[src/sv/sorm_pkg.sv]
package sorm_pkg;

    localparam int DEF_MAX_STEPS = 32;
    localparam int DEF_MAX_RINGS = 256;

    localparam int ANG_W = 18;
    localparam int STEP_W = 6;
    localparam int DATA_W = 32;
    localparam int IDX_W = 14;
    localparam int CFG_IDX_W = 2;
    localparam int DIV_W = 20;
    localparam int DIV_CNT_W = 5;
    localparam int TRIG_W = 31;
    localparam int K_W = 4;

    localparam logic [CFG_IDX_W-1:0] CFG_START = 2'd0;
    localparam logic [CFG_IDX_W-1:0] CFG_STOP  = 2'd1;
    localparam logic [CFG_IDX_W-1:0] CFG_STEPS = 2'd2;

    localparam logic [ANG_W-1:0]  START_RST = 18'd0;
    localparam logic [ANG_W-1:0]  STOP_RST  = 18'd65536;
    localparam logic [STEP_W-1:0] STEPS_RST = 6'd32;
    localparam logic [ANG_W-1:0]  ONE_TURN  = 18'd65536;

    localparam logic [32:0] RAD_K = 33'd6746518852;
    localparam logic [TRIG_W-1:0] Q30_ONE = 31'd1073741824;

    // first and last Horner step of each series
    localparam logic [K_W-1:0] K_SIN_FIRST = 4'd0;
    localparam logic [K_W-1:0] K_SIN_LAST  = 4'd4;
    localparam logic [K_W-1:0] K_COS_FIRST = 4'd5;
    localparam logic [K_W-1:0] K_COS_LAST  = 4'd10;

    typedef enum logic [4:0] {
        OP_NONE, OP_ACCEPT, OP_DIV_STEP, OP_DIV_END, OP_ANG_MUL, OP_X, OP_X_SQ,
        OP_X2, OP_HMUL, OP_RECIP, OP_CORR, OP_SMUL, OP_SIN, OP_UNFOLD,
        OP_RMUL_X, OP_SCALE_X, OP_RMUL_Y, OP_SCALE_Y, OP_LOAD
    } op_t;

    typedef struct packed {
        op_t            op;
        logic [K_W-1:0] k;
    } dp_cmd_t;

    typedef struct packed {
        logic produce;
        logic ring_zero;
        logic last_col;
        logic out_free;
    } dp_status_t;

    // Horner divisors: sin 110,72,42,20,6 then cos 132,90,56,30,12,2
    function automatic logic [7:0] horner_div(input logic [K_W-1:0] k);
        logic [7:0] d;
        case (k)
            4'd0:    d = 8'd110;
            4'd1:    d = 8'd72;
            4'd2:    d = 8'd42;
            4'd3:    d = 8'd20;
            4'd4:    d = 8'd6;
            4'd5:    d = 8'd132;
            4'd6:    d = 8'd90;
            4'd7:    d = 8'd56;
            4'd8:    d = 8'd30;
            4'd9:    d = 8'd12;
            4'd10:   d = 8'd2;
            default: d = 8'd1;
        endcase
        return d;
    endfunction

    // floor(2^31 / d) for the divisors above
    function automatic logic [TRIG_W-1:0] horner_recip(input logic [K_W-1:0] k);
        logic [TRIG_W-1:0] m;
        case (k)
            4'd0:    m = 31'(64'd2147483648 / 64'd110);
            4'd1:    m = 31'(64'd2147483648 / 64'd72);
            4'd2:    m = 31'(64'd2147483648 / 64'd42);
            4'd3:    m = 31'(64'd2147483648 / 64'd20);
            4'd4:    m = 31'(64'd2147483648 / 64'd6);
            4'd5:    m = 31'(64'd2147483648 / 64'd132);
            4'd6:    m = 31'(64'd2147483648 / 64'd90);
            4'd7:    m = 31'(64'd2147483648 / 64'd56);
            4'd8:    m = 31'(64'd2147483648 / 64'd30);
            4'd9:    m = 31'(64'd2147483648 / 64'd12);
            4'd10:   m = 31'(64'd2147483648 / 64'd2);
            default: m = 31'd0;
        endcase
        return m;
    endfunction

endpackage

[src/sv/sorm_ctrl.sv]
module sorm_ctrl import sorm_pkg::*; (
    input  logic       aclk,
    input  logic       aresetn,
    input  logic       s_valid,
    output logic       s_ready,
    input  dp_status_t status,
    output dp_cmd_t    cmd
);

    typedef enum logic [17:0] {
        ST_IDLE   = 18'h00001,
        ST_DIV    = 18'h00002,
        ST_DIVEND = 18'h00004,
        ST_ANGMUL = 18'h00008,
        ST_X      = 18'h00010,
        ST_XSQ    = 18'h00020,
        ST_X2     = 18'h00040,
        ST_HMUL   = 18'h00080,
        ST_RECIP  = 18'h00100,
        ST_CORR   = 18'h00200,
        ST_SMUL   = 18'h00400,
        ST_SIN    = 18'h00800,
        ST_UNFOLD = 18'h01000,
        ST_RMX    = 18'h02000,
        ST_SCX    = 18'h04000,
        ST_RMY    = 18'h08000,
        ST_SCY    = 18'h10000,
        ST_LOAD   = 18'h20000
    } state_t;

    state_t               state_reg, state_next;
    logic [DIV_CNT_W-1:0] cnt_reg, cnt_next;
    logic [K_W-1:0]       k_reg, k_next;

    assign s_ready = (state_reg == ST_IDLE);

    always_ff @(posedge aclk) begin
        if (!aresetn) begin
            state_reg <= ST_IDLE;
            cnt_reg   <= '0;
            k_reg     <= '0;
        end else begin
            state_reg <= state_next;
            cnt_reg   <= cnt_next;
            k_reg     <= k_next;
        end
    end

    always_comb begin
        state_next = state_reg;
        cnt_next   = cnt_reg;
        k_next     = k_reg;
        cmd.op     = OP_NONE;
        cmd.k      = k_reg;
        case (state_reg)
            ST_IDLE: begin
                if (s_valid) begin
                    cmd.op   = OP_ACCEPT;
                    cnt_next = '0;
                    if (!status.produce) state_next = ST_IDLE;
                    else if (status.ring_zero) state_next = ST_DIV;
                    else state_next = ST_ANGMUL;
                end
            end
            ST_DIV: begin
                cmd.op   = OP_DIV_STEP;
                cnt_next = cnt_reg + 1'b1;
                if (cnt_reg == DIV_CNT_W'(DIV_W - 1)) state_next = ST_DIVEND;
            end
            ST_DIVEND: begin
                cmd.op     = OP_DIV_END;
                state_next = ST_ANGMUL;
            end
            ST_ANGMUL: begin
                cmd.op     = OP_ANG_MUL;
                state_next = ST_X;
            end
            ST_X: begin
                cmd.op     = OP_X;
                state_next = ST_XSQ;
            end
            ST_XSQ: begin
                cmd.op     = OP_X_SQ;
                state_next = ST_X2;
            end
            ST_X2: begin
                cmd.op     = OP_X2;
                k_next     = K_SIN_FIRST;
                state_next = ST_RECIP;
            end
            ST_HMUL: begin
                cmd.op     = OP_HMUL;
                state_next = ST_RECIP;
            end
            ST_RECIP: begin
                cmd.op     = OP_RECIP;
                state_next = ST_CORR;
            end
            ST_CORR: begin
                cmd.op = OP_CORR;
                k_next = k_reg + 1'b1;
                if (k_reg == K_SIN_LAST) state_next = ST_SMUL;
                else if (k_reg == K_COS_LAST) state_next = ST_UNFOLD;
                else state_next = ST_HMUL;
            end
            ST_SMUL: begin
                cmd.op     = OP_SMUL;
                state_next = ST_SIN;
            end
            ST_SIN: begin
                cmd.op     = OP_SIN;
                state_next = ST_RECIP;  // first cosine step
            end
            ST_UNFOLD: begin
                cmd.op     = OP_UNFOLD;
                state_next = ST_RMX;
            end
            ST_RMX: begin
                cmd.op     = OP_RMUL_X;
                state_next = ST_SCX;
            end
            ST_SCX: begin
                cmd.op     = OP_SCALE_X;
                state_next = ST_RMY;
            end
            ST_RMY: begin
                cmd.op     = OP_RMUL_Y;
                state_next = ST_SCY;
            end
            ST_SCY: begin
                cmd.op     = OP_SCALE_Y;
                state_next = ST_LOAD;
            end
            ST_LOAD: begin
                if (status.out_free) begin
                    cmd.op     = OP_LOAD;
                    state_next = status.last_col ? ST_IDLE : ST_ANGMUL;
                end
            end
            default: state_next = ST_IDLE;
        endcase
    end

endmodule

[config.mk]
export PLATFORM = sky130hd
export DESIGN_NAME = sorm_ctrl
export DESIGN_NICKNAME = d
export VERILOG_FILES = /design/src/sv/sorm_pkg.sv /design/src/sv/sorm_ctrl.sv
export SDC_FILE = /design/constraint.sdc
export NUM_CORES = 1
export LEC_CHECK = 0
export ABC_AREA = 1
export BUFFER_PORTS_ARGS = -buffer_cell sky130_fd_sc_hd__buf_2
export CELL_PAD_IN_SITES_DETAIL_PLACEMENT = 0
export CELL_PAD_IN_SITES_GLOBAL_PLACEMENT = 1
export CORE_AREA = 2 2 70 66
export CTS_BUF_LIST = sky130_fd_sc_hd__clkbuf_4
export DETAILED_ROUTE_END_ITERATION = 10
export DIE_AREA = 0 0 72 68
export GPL_TIMING_DRIVEN = 0
export HOLD_SLACK_MARGIN = 0.05
export PLACE_DENSITY = 0.87
export RECOVER_POWER = 100
export SETUP_SLACK_MARGIN = 0.4
export SKIP_LAST_GASP = 1
export SYNTH_ARGS = -nofsm -noshare
export SYNTH_HDL_FRONTEND = slang
export SYNTH_SLANG_ARGS = --single-unit
[constraint.sdc]
create_clock -name aclk -period 1.9 [get_ports aclk]
set_input_delay 0.38 -clock aclk [delete_from_list [all_inputs] [get_ports aclk]]
set_output_delay 0.38 -clock aclk [all_outputs]
set_load 0.01 [all_outputs]
==> reports/metrics.csv <==
stage,metric,value,unit
drt,via_per_inst,5.105,
sta,whs,0.2659,ns
min_path,holdPathEnd,state_reg[1],
critical_path,rr_endpoint,state_reg[4],
logic_synthesis,synth_area_per_cell,7.359,µm²
sta,finalClockSkew,0.002502,ns
finish,diodes,0,
clock_network,cts_tree,yes,
logic_synthesis,synth-seq-area-share,29.98,%
sta,setup_slack,-0.2929,ns
logic_synthesis,synth_area_leaders,"dfxtp_1, inv_1, nand2_1, nand3_1, nor3_2",
critical_path,reg2reg_from,state_reg[7],
logic_synthesis,synth.ff_latch_count,27,
drt,drt-initial-drc-count,70,
sta,rsz0062_at_grt,true,
critical_path,worst-path-stages,11,
placement,gp_congestion,0.8584,
grt,antenna_found_initial,0,
critical_path,critPathRequiredTime,1.52,ns
logic_synthesis,synth-simple-area-share,48.37,%
finish,largest_register_ffs,18,
floorplanning,fp-row-count,23,
logic_synthesis,synthMuxAreaShare,0,%
logic_synthesis,synth_top_cells_by_count,"inv_1, nand2_1, dfxtp_1, nor2_1, nand3_1",
min_path,hold_depth,3,
floorplanning,die_w,72,µm
grt,grt_util_all_layers,21.59,%
grt,grt_start_max_net_pins,18,
finish,fin_cells,362,
logic_synthesis,synth_top_area_share,29.98,%
clock_network,clk_pin_slew_worst_paths,0.17,ns
sta,setup-violations-final,6,
floorplanning,coreArea,4230,µm²
clock_network,clkLatencyLatePin,0.36,ns
placement,dp_slack,-0.04924,ns
clock_network,htreeDepth,1,
pwr,peakVddDrop,0.3184,mV
finish,multi_input_area,1297,µm²
logic_synthesis,synth_cell_type_count,35,
sta,fmax,456.0,MHz
critical_path,cp_max_fo,5,
drt,top_layer,met4,
clock_network,root_buffer,clkbuf_4,
critical_path,crit_type,flop to output pin,
finish,nets,324,
placement,io_buffer_count,16,
floorplanning,pin_count,17,
critical_path,cp-end-kind,output pin,
clock_network,cts_num_sinks,27,
drt,wl_met2,2544,µm
run_status,status,finished with violations,
drt,m1WireLength,2163,µm
critical_path,r2r_cells,9,
flow_run,maxCapViolCount,0,
drt,wl_met3,267,µm
finish,design_area,2666,µm²
pwr,powerDensity,453.3,nW/µm²
logic_synthesis,synth_area_leader_cell,dfxtp_1,
logic_synthesis,ys_warn_count,0,
finish,ff_latch_area,566.8,µm²
critical_path,cp_cell_sequence,"nor2_4, nand2_4, nor2_8, buf_12, nand2_4, inv_4, nand2_4, nand3_2, nor2_2, nand4_1, buf_2",
run_status,violations,setup timing,
logic_synthesis,synth_adder_area_share,2.776,%
sta,hold_violations,0,
pwr,power_leakage,1.254,nW
logic_synthesis,syn-num-nets,256,
sta,slew_violations,0,
critical_path,startpoint,state_reg[9],
critical_path,slowest_stage,dfxtp_2,
floorplanning,dieArea,4896,µm²
logic_synthesis,synthCells,245,
drt,postRouteAntennaNets,0,
drt,wl,5062,µm
clock_network,cts_buffers,3,
sta,finalCriticalPeriod,2.193,ns
drt,drc,0,
placement,hpwl,3054,µm
sta,relSlewSlack,45.31,%
clock_network,hold_buffers,0,
grt,grt_overflow,0,
critical_path,rrSetupSlack,0.20,ns
drt,wire_per_inst,13.98,µm
critical_path,cp-start-kind,flop,
logic_synthesis,synth-xor-area-share,1.457,%
critical_path,crit_buf_inv,3,
floorplanning,start_util,42.62,%
logic_synthesis,synthArstFlopShare,0,%
finish,final_util,63.03,%
logic_synthesis,synth_top_family_by_area,simple AND/OR/NAND/NOR gates,
critical_path,cpPeakStageDelay,0.37,ns
clock_network,clock_path_buffers,2,
placement,place_area,1983,µm²
logic_synthesis,synth_flop_cell,dfxtp_1,
critical_path,cp.arrival,1.81,ns
logic_synthesis,synth_edf_count,0,
finish,drive_gt1_share,50.32,%
drt,num_vias,1848,
logic_synthesis,synth_area,1803,µm²
drt,drt-pass1-iter-count,4,
critical_path,cp_common_cell,nand2_4,
sta,fin_crit_sh,115.4,%
grt,grt_pass1_vias,1790,
logic_synthesis,synth_compound_area_share,6.940,%
critical_path,critical_path.top_delay_family,simple AND/OR/NAND/NOR gates,
finish,num-fill-cells,365,
placement,place_inst,311,
grt,grt_pass1_wl,8038,µm
min_path,min-delay-start,status[2],
floorplanning,die_h,68,µm
sta,tightest_slew,0.8203,ns
min_path,hold_path.class,input pin to flop,
finish,area_growth,47.88,%
==> what timing repair did <==
item / 4_1_cts / 5_1_grt
cloned: 2 / 0
gates resized for setup: 51 / 20
hold endpoints to repair: 0 / 0
endpoints found under the setup margin: 25 / 32
pin swaps: 25 / 12
setup buffers: 41 / 4
==> stage by stage <==
| step | TNS, ns | total power [mW] |
|---|---|---|
| floorplan | 0 | 0.7595 |
| detailed placement | -0.09522 | 0.8106 |
| global route | -1.941 | 1.254 |
| CTS | -1.265 | 1.189 |
| global placement | -0.08365 | 0.8108 |
| finish | -1.428 | 1.209 |
==> kinds of logic (layout without fill, tap and decap cells) <==
family                     after synthesis  after routing
DFF                                     27             27
and+or+nand+nor                        144            144
AOI/OAI and AO/OA                       21             21
adders and majority gates                4              4
xor gates and xnor gates                 3              3
buffers and inverters                   46            113
==> routing by layer <==
| metal | GRT usage, % | vias to the layer above |
|---|---|---|
| met5 | 0 | - |
| met4 | 9.434 | 0 |
| met3 | 4.418 | 8 |
| met2 | 36.46 | 51 |
| met1 | 26.88 | 865 |
| li1 | - | 924 |
==> layout by cell type (no fill, tap or decap), types with 2 or more instances in the layout <==
cell type / count
a21oi_1: 8
a21oi_2: 3
buf_12: 4
buf_2: 11
buf_4: 37
buf_6: 6
clkbuf_1: 6
clkbuf_4: 3
dfxtp_1: 10
dfxtp_2: 15
dfxtp_4: 2
ha_1: 4
inv_1: 37
inv_2: 3
inv_4: 3
nand2_1: 30
nand2_2: 9
nand2_4: 9
nand3_1: 17
nand3_2: 6
nand3_4: 4
nand3b_4: 2
nand4_1: 7
nor2_1: 18
nor2_2: 3
nor2_4: 15
nor2_8: 2
nor3_1: 3
nor3_2: 12
nor3_4: 2
o211ai_1: 4
or2_0: 3
xor2_1: 3
==> layout make-up <==
| cell class | instances | share of cell area (%) |
|---|---|---|
| inverters | 43 | 6.429 |
| plain buffers | 3 | 1.032 |
| flip-flops and latches | 27 | 21.26 |
| repair buffers | 62 | 18.86 |
| clock buffers | 3 | 0.8447 |
| multi-input cells | 172 | 48.66 |
| clock inverters | 1 | 0.3285 |
| well taps | 50 | 2.346 |
| repair inverters | 1 | 0.2346 |
==> worst max path at each step <==
stage / end / slack [ns]
2_1_floorplan: cmd[4] / 0.29
3_3_place_gp: cmd[5] / -0.04
3_5_place_dp: cmd[5] / -0.05
4_1_cts: cmd[5] / -0.26
5_1_grt: cmd[5] / -0.40
6_report: cmd[5] / -0.29
==> power breakdown <==
| part | internal [mW] | switching (mW) | total [mW] |
|---|---|---|---|
| clock | 0.0866 | 0.211 | 0.298 |
| combinational | 0.138 | 0.195 | 0.333 |
| sequential | 0.570 | 0.00692 | 0.577 |
| total | 0.795 | 0.414 | 1.21 |
==> worst reg2reg max path: cells and delay by family, from the launching register on <==
family | cells | cell delay [ns]
AOI/OAI and AO/OA | 1 | 0.19
buffers and inverters | 2 | 0.25
DFF | 1 | 0.40
and+or+nand+nor | 6 | 0.75
Note: power is estimated with default switching activity, not from simulation.
